==> src/design/baro_comp_pkg.sv <==
// constants and register indexes shared by the barometric compensation unit
`default_nettype none
package baro_comp_pkg;

	localparam int RAW_BITS = 24;
	localparam int RAW_W    = 24;
	localparam int COEF_W   = 16;
	localparam int DT_W     = 26;
	localparam int MC_W     = 35;
	localparam int OFF_W    = 37;
	localparam int ACC_W    = 60;
	localparam int CNT_W    = 5;
	localparam int TEMP_W   = 19;
	localparam int PRES_W   = 32;
	localparam int IDX_W    = 3;

	localparam logic [RAW_W-1:0]  RAW_MASK  = RAW_W'((64'd1 << RAW_BITS) - 64'd1);
	localparam logic [TEMP_W-1:0] TEMP_BASE = TEMP_W'(2000);

	localparam logic [IDX_W-1:0] REG_SENS      = 3'd0;
	localparam logic [IDX_W-1:0] REG_OFFSET    = 3'd1;
	localparam logic [IDX_W-1:0] REG_SENS_TEMP = 3'd2;
	localparam logic [IDX_W-1:0] REG_OFF_TEMP  = 3'd3;
	localparam logic [IDX_W-1:0] REG_REF_TEMP  = 3'd4;
	localparam logic [IDX_W-1:0] REG_SLOPE     = 3'd5;

	localparam logic OP_TEMP = 1'b0;
	localparam logic OP_PRES = 1'b1;

endpackage
`default_nettype wire

==> src/design/baro_sensor_compensation_unit.sv <==
// barometric sensor compensation: bit-serial shift-add multiplier, first order formulas
// a temperature word takes one product, a pressure word three in turn: offset, sensitivity and raw pressure
// throughput: one word at a time, set by the one-bit-per-cycle shift-add multiplier
// (16 steps per coefficient product, RAW_BITS steps for the raw pressure product)
// a new word is taken while the previous result still waits in the output register
// reset clears control state, calibration registers and the stored temperature difference
`default_nettype none
module baro_sensor_compensation_unit import baro_comp_pkg::*; (
	input  wire logic                     clk,
	input  wire logic                     arst_n,
	input  wire logic                     cfg_we,
	input  wire logic [IDX_W-1:0]         cfg_index,
	input  wire logic [COEF_W-1:0]        cfg_data,
	input  wire logic                     in_valid,
	output logic                          in_stall,
	input  wire logic                     op,
	input  wire logic [RAW_W-1:0]         raw_reading,
	output logic                          out_valid,
	input  wire logic                     out_stall,
	output logic                          kind,
	output logic signed [TEMP_W-1:0]      temperature,
	output logic [PRES_W-1:0]             pressure
);

	typedef enum logic [1:0] {S_IDLE, S_MUL, S_FIN} state_t;
	typedef enum logic [1:0] {PH_TEMP, PH_OFF, PH_SENS, PH_PRES} phase_t;

	state_t                    state_q;
	phase_t                    phase_q;
	logic [COEF_W-1:0]         sens_q, offset_q, sens_temp_q, off_temp_q, ref_temp_q, slope_q;
	logic signed [DT_W-1:0]    temp_diff_q;
	logic [RAW_W-1:0]          raw_q;
	logic [RAW_W-1:0]          mplier_q;
	logic signed [MC_W-1:0]    mcand_q;
	logic signed [ACC_W-1:0]   acc_q;
	logic signed [OFF_W-1:0]   off_q;
	logic [CNT_W-1:0]          cnt_q;

	logic                      in_acc;
	logic                      out_free;
	logic [RAW_W-1:0]          raw_m;
	logic signed [DT_W-1:0]    dt_n;
	logic signed [ACC_W-1:0]   addend;
	logic signed [ACC_W-1:0]   off_full, sens_full, t_sh, p_diff, p_sh;
	logic [TEMP_W-1:0]         temp_res;

	assign in_stall = (state_q != S_IDLE);
	assign in_acc   = in_valid && !in_stall;
	assign out_free = !out_valid || !out_stall;

	assign raw_m  = raw_reading & RAW_MASK;
	assign dt_n   = $signed({2'b00, raw_m}) - $signed({2'b00, ref_temp_q, 8'h00});
	assign addend = mplier_q[RAW_W-1] ? ACC_W'(mcand_q) : '0;

	assign off_full  = $signed({27'd0, offset_q, 17'd0}) + (acc_q >>> 6);
	assign sens_full = $signed({28'd0, sens_q, 16'd0}) + (acc_q >>> 7);
	assign t_sh      = acc_q >>> 23;
	assign temp_res  = t_sh[TEMP_W-1:0] + TEMP_BASE;
	assign p_diff    = (acc_q >>> 21) - ACC_W'(off_q);
	assign p_sh      = p_diff >>> 15;

	// calibration registers
	always_ff @(posedge clk or negedge arst_n) begin
		if (!arst_n) begin
			sens_q      <= '0;
			offset_q    <= '0;
			sens_temp_q <= '0;
			off_temp_q  <= '0;
			ref_temp_q  <= '0;
			slope_q     <= '0;
		end else if (cfg_we) begin
			case (cfg_index)
				REG_SENS:      sens_q      <= cfg_data;
				REG_OFFSET:    offset_q    <= cfg_data;
				REG_SENS_TEMP: sens_temp_q <= cfg_data;
				REG_OFF_TEMP:  off_temp_q  <= cfg_data;
				REG_REF_TEMP:  ref_temp_q  <= cfg_data;
				REG_SLOPE:     slope_q     <= cfg_data;
				default: ;
			endcase
		end
	end

	// sequencer, datapath and output word
	always_ff @(posedge clk or negedge arst_n) begin
		if (!arst_n) begin
			state_q     <= S_IDLE;
			phase_q     <= PH_TEMP;
			cnt_q       <= '0;
			temp_diff_q <= '0;
			out_valid   <= 1'b0;
		end else begin
			if (out_valid && !out_stall && state_q != S_FIN)
				out_valid <= 1'b0;
			case (state_q)
				S_IDLE: begin
					if (in_acc) begin
						raw_q   <= raw_m;
						acc_q   <= '0;
						cnt_q   <= CNT_W'(COEF_W);
						state_q <= S_MUL;
						if (op == OP_TEMP) begin
							temp_diff_q <= dt_n;
							mcand_q     <= MC_W'(dt_n);
							mplier_q    <= {slope_q, 8'h00};
							phase_q     <= PH_TEMP;
						end else begin
							mcand_q  <= MC_W'(temp_diff_q);
							mplier_q <= {off_temp_q, 8'h00};
							phase_q  <= PH_OFF;
						end
					end
				end
				S_MUL: begin
					if (cnt_q != '0) begin
						acc_q    <= (acc_q <<< 1) + addend;
						mplier_q <= mplier_q << 1;
						cnt_q    <= cnt_q - 1'b1;
					end else begin
						case (phase_q)
							PH_OFF: begin
								off_q    <= off_full[OFF_W-1:0];
								acc_q    <= '0;
								mcand_q  <= MC_W'(temp_diff_q);
								mplier_q <= {sens_temp_q, 8'h00};
								cnt_q    <= CNT_W'(COEF_W);
								phase_q  <= PH_SENS;
							end
							PH_SENS: begin
								acc_q    <= '0;
								mcand_q  <= sens_full[MC_W-1:0];
								mplier_q <= raw_q << (RAW_W - RAW_BITS);
								cnt_q    <= CNT_W'(RAW_BITS);
								phase_q  <= PH_PRES;
							end
							default: state_q <= S_FIN;
						endcase
					end
				end
				S_FIN: begin
					if (out_free) begin
						out_valid <= 1'b1;
						state_q   <= S_IDLE;
						if (phase_q == PH_TEMP) begin
							kind        <= OP_TEMP;
							temperature <= temp_res;
							pressure    <= '0;
						end else begin
							kind        <= OP_PRES;
							temperature <= '0;
							pressure    <= p_sh[PRES_W-1:0];
						end
					end
				end
				default: state_q <= S_IDLE;
			endcase
		end
	end

	a_busy_after_accept: assert property (@(posedge clk) disable iff (!arst_n)
		in_acc |=> state_q == S_MUL)
		else $error("word accepted but multiplier not started");

	a_temp_word_clean: assert property (@(posedge clk) disable iff (!arst_n)
		out_valid && kind == OP_TEMP |-> pressure == '0)
		else $error("temperature word carries a pressure value");

	a_pres_word_clean: assert property (@(posedge clk) disable iff (!arst_n)
		out_valid && kind == OP_PRES |-> temperature == '0)
		else $error("pressure word carries a temperature value");

	a_count_range: assert property (@(posedge clk) disable iff (!arst_n)
		state_q == S_MUL |-> cnt_q <= CNT_W'(RAW_BITS))
		else $error("step count out of range");

	a_fin_only_result: assert property (@(posedge clk) disable iff (!arst_n)
		state_q == S_FIN |-> phase_q == PH_TEMP || phase_q == PH_PRES)
		else $error("result stage reached from an intermediate product");

endmodule
`default_nettype wire

==> config.mk <==
export PLATFORM = sky130hd
export DESIGN_NAME = baro_sensor_compensation_unit
export DESIGN_NICKNAME = d
export VERILOG_FILES = /design/src/design/baro_comp_pkg.sv /design/src/design/baro_sensor_compensation_unit.sv
export SDC_FILE = /design/constraint.sdc
export NUM_CORES = 1
export LEC_CHECK = 0
export BUFFER_PORTS_ARGS = -buffer_cell sky130_fd_sc_hd__buf_4
export CORE_MARGIN = 4
export CORE_UTILIZATION = 56
export CTS_CLUSTER_SIZE = 8
export DETAILED_ROUTE_END_ITERATION = 10
export PLACE_DENSITY = 0.81
export RECOVER_POWER = 25
export SETUP_SLACK_MARGIN = 0.3
export SYNTH_ARGS = -nofsm -noshare
export SYNTH_HDL_FRONTEND = slang
export SYNTH_SLANG_ARGS = --single-unit
==> constraint.sdc <==
create_clock -name clk -period 4 [get_ports clk]
set_input_delay 0 -clock clk [delete_from_list [all_inputs] [get_ports clk]]
set_output_delay 0 -clock clk [all_outputs]
set_load 0.01 [all_outputs]
==> reports/qor.yml <==
async_flop_share_pct: 36.8
crit_path_start_kind: "flip-flop"
overflow: 0
detail_route.wl_per_cell_um: 21.5
rsz0062_at_grt: "yes"
synthDistinctLibCells: 80
nFillCells: 2790
area.growth.synth_to_final_pct: 15.2
p_comb_share_pct: 47.9
fmax_ghz: 0.281
cp.arrival_ps: 3880
grt_pass1_wl_um: 91300
startpoint: "mplier_q[23]"
worst_slack_ps: 438
grtUsageTotal_pct: 27.9
routed_wl_um: 57600
crit_top_cell: "a21oi_2"
vdd_drop_max_mv: 0.615
syn-cell-area_mm2: 0.0208
dr.pass1.iters: 6
p_switching_uw: 8410
die_h_um: 201
ys_seq_area_share_pct: 48.2
io_pins: 103
max_slew_margin_pct: 1.79
final.setup_skew_ps: 22.5
grt_pass1_vias: 17100
clock_power_share_pct: 19.9
htreeDepth: 2
path_clk_slew_ps: 60
grt_max_degree: 72
finalHoldViolCount: 0
start_util_pct: 56.8
status: "complete, no violations"
reg2reg_from: "mplier_q[23]"
antenna_left: 0
path_class: "flip-flop to flip-flop"
timing.final.crit_share_pct: 89.1
required_ps: 4320
yosys_most_used_dff: "edfxtp_1"
p_leak_uw: 0.00992
insertion_delay_ps: 590
seqCellArea_mm2: 0.0100
tightest_slew_ps: 1470
finalSetupViolCount: 0
crit_path_max_fanout: 35
fin_util_pct: 65.4
seqPwrFrac_pct: 32.2
slowest_stage: "o41ai_4"
swShare_pct: 41.7
synth-seq-cells: 356
cts_buffer_depth: 3
hpwl_um: 40000
vias: 16700
synth_cells: 2005
root_buffer: "clkbuf_16"
num_rows: 70
synth-edff-count: 225
yosys_warnings: 0
dieArea_mm2: 0.0404
antenna_found_initial: 2
cap_violations: 0
pre_cts_slack_ps: 411
hold_path_startpoint: "raw_reading[8]"
syn_area_per_cell_um2: 10.4
gp_congestion: 0.943
multiInputGateArea_mm2: 0.0101
numCtsBuffers: 50
powerDensity_mw_per_mm2: 839
path_cells: "buf_6 -> and2_1 -> ha_1 -> o211ai_1 -> o211ai_2 -> a21oi_2 -> o21a_4 -> o41ai_4 -> a21oi_2 -> o31ai_4 -> and4bb_1 -> a41oi_2 -> mux2i_1"
diodes: 0
cpPeakStageDelay_ps: 440
p_int_uw: 11700
port_buffers: 102
clock-sinks: 356
final.min_clock_period_ps: 3560
die_x_um: 201
drtIter0Drc: 1469
drv_slew: 0
route.detailed.drc: 0
cts_tree: "yes"
syn_nets: 2182
core_area_mm2: 0.0367
fin_total_pwr_uw: 20100
fin_nets: 2355
worst_setup_path_end_kind: "flip-flop"
finalSetupTns_ps: 0
drive_gt1_share_pct: 11.1
hold_path_class: "input pin to flip-flop"
avgViaCountPerCell: 6.23
## sequential cells by signal, indices dropped and copies added (netlist names), 19 cells and up
| signal | flops |
|---|---|
| mcand_q | 35 |
| acc_q | 60 |
| temperature | 19 |
| mplier_q | 24 |
| temp_diff_q | 25 |
| pressure | 25 |
| off_q | 37 |
| raw_q | 24 |
## routing by layer
| layer | global-route usage, % | routed length (um) | up-vias |
|---|---|---|---|
| li1 | - | - | 7601 |
| met1 | 34.9 | 22300 | 8106 |
| met2 | 48.0 | 28100 | 813 |
| met3 | 4.54 | 4420 | 202 |
| met4 | 12.0 | 2780 | 2 |
| met5 | 0 | 13 | - |
## cell usage after synthesis (11+ instances only)
master | count | area, um2
a211oi_1 | 13 | 97.6
a21o_1 | 47 | 353
a21oi_1 | 99 | 495
a22oi_1 | 17 | 128
a31oi_1 | 19 | 119
and2_1 | 59 | 369
and3_1 | 23 | 144
buf_4 | 11 | 82.6
clkbuf_1 | 64 | 240
dfrtp_1 | 131 | 3280
edfxtp_1 | 225 | 6760
ha_1 | 124 | 1550
inv_1 | 96 | 360
mux2_2 | 89 | 1000
mux2i_1 | 42 | 420
nand2_1 | 174 | 653
nand2b_1 | 25 | 156
nand3_1 | 37 | 185
nand4_1 | 14 | 87.6
nor2_1 | 173 | 649
nor2b_1 | 15 | 93.8
nor3_1 | 44 | 220
o211ai_1 | 24 | 180
o21ai_0 | 136 | 681
o21ai_1 | 13 | 65.1
o22ai_1 | 11 | 68.8
or3_1 | 15 | 93.8
xnor2_1 | 72 | 631
xor2_1 | 55 | 482
## area by class of cell
type,instances,area share [%]
clock buffer,87,5.83
tap,468,2.44
multi-input combinational,1465,42.2
timing repair buffer,209,5.96
sequential,356,41.8
clock inverter,3,0.318
inverter,96,1.50
## cell usage in the layout (no fill, tap or decap), drive strengths merged, types with 5 or more instances in the layout
cell         netlist  layout
mux2i             42      42
o21a              11      11
or2               11      11
xnor2             72      72
a221o              6       6
o22ai             11      11
and3              23      23
nor3b              6       6
nand2b            25      25
nand4             14      14
nor3              44      44
o31ai              6       6
a21oi            103     103
a22o               9       9
nor2b             15      15
a21o              49      49
nor4               6       6
buf               24      64
a32oi              5       5
dfrtp            131     131
xor2              55      55
o211ai            25      25
inv               96      96
or3               15      15
edfxtp           225     225
nand2            174     174
a211oi            14      14
mux2              89      89
nor2             174     174
clkbuf            64     170
ha               124     124
a31oi             19      19
dlygate4sd3        0      62
a22oi             17      17
and2              59      59
o21ai            150     150
nand3             38      38
## stage by stage
stage / instances / cell area, um2 / hold WS, ps
3_3_place_gp: 2530 / 22200 / 11.6
4_1_cts: 2683 / 24300 / 45.0
3_5_place_dp: 2530 / 22200 / 22.4
6_report: 2684 / 24000 / 180
5_1_grt: 2684 / 24000 / 197
2_1_floorplan: 2005 / 20800 / -296
## cell families (layout without fill, tap and decap cells)
kind of cell	after synthesis	after routing	synth area share (%)
simple gates	619	619	14.2
compound gates	460	460	14.1
flops	356	356	48.2
buf+inv	184	395	3.54
mux	131	131	6.83
fa+ha+maj	128	128	7.83
xor+xnor	127	127	5.34
## path summary, 6_finish.rpt
path,end,cells after the start,slack [ps]
hold / removal,raw_q[8],2,180
min in group asynchronous,ref_temp_q[12],3,600
setup reg to reg,acc_q[56],13,440
setup / recovery,acc_q[56],13,440
hold reg to reg,temp_diff_q[19],2,480
max in group asynchronous,off_temp_q[6],4,1480
## critical path: cells and delay by family, from the launching register on
family                   cells  cell delay [ps]
AO/OA/AOI/OAI                8             1790
adder cells (fa/ha/maj)      1              340
buffers and inverters        1              200
flip-flops                   1              390
multiplexers                 1              140
AND/OR/NAND/NOR              2              420
## repair_timing
item                                   4_1_cts  5_1_grt
hold buffers                                63        0
endpoints found under the hold margin      213        0
setup endpoints to repair                    0       19
gates resized for setup                      0        5
setup buffers                                0        1
## power groups by stage
stage	clock, uW	combinational, uW	sequential (uW)
floorplan	0	6980	6030
global placement	0	8930	6460
detailed placement	0	9250	6500
CTS	4030	9440	6450
global route	4210	10600	6550
finish	4000	9650	6490
Note: power is estimated with default switching activity, not from simulation.
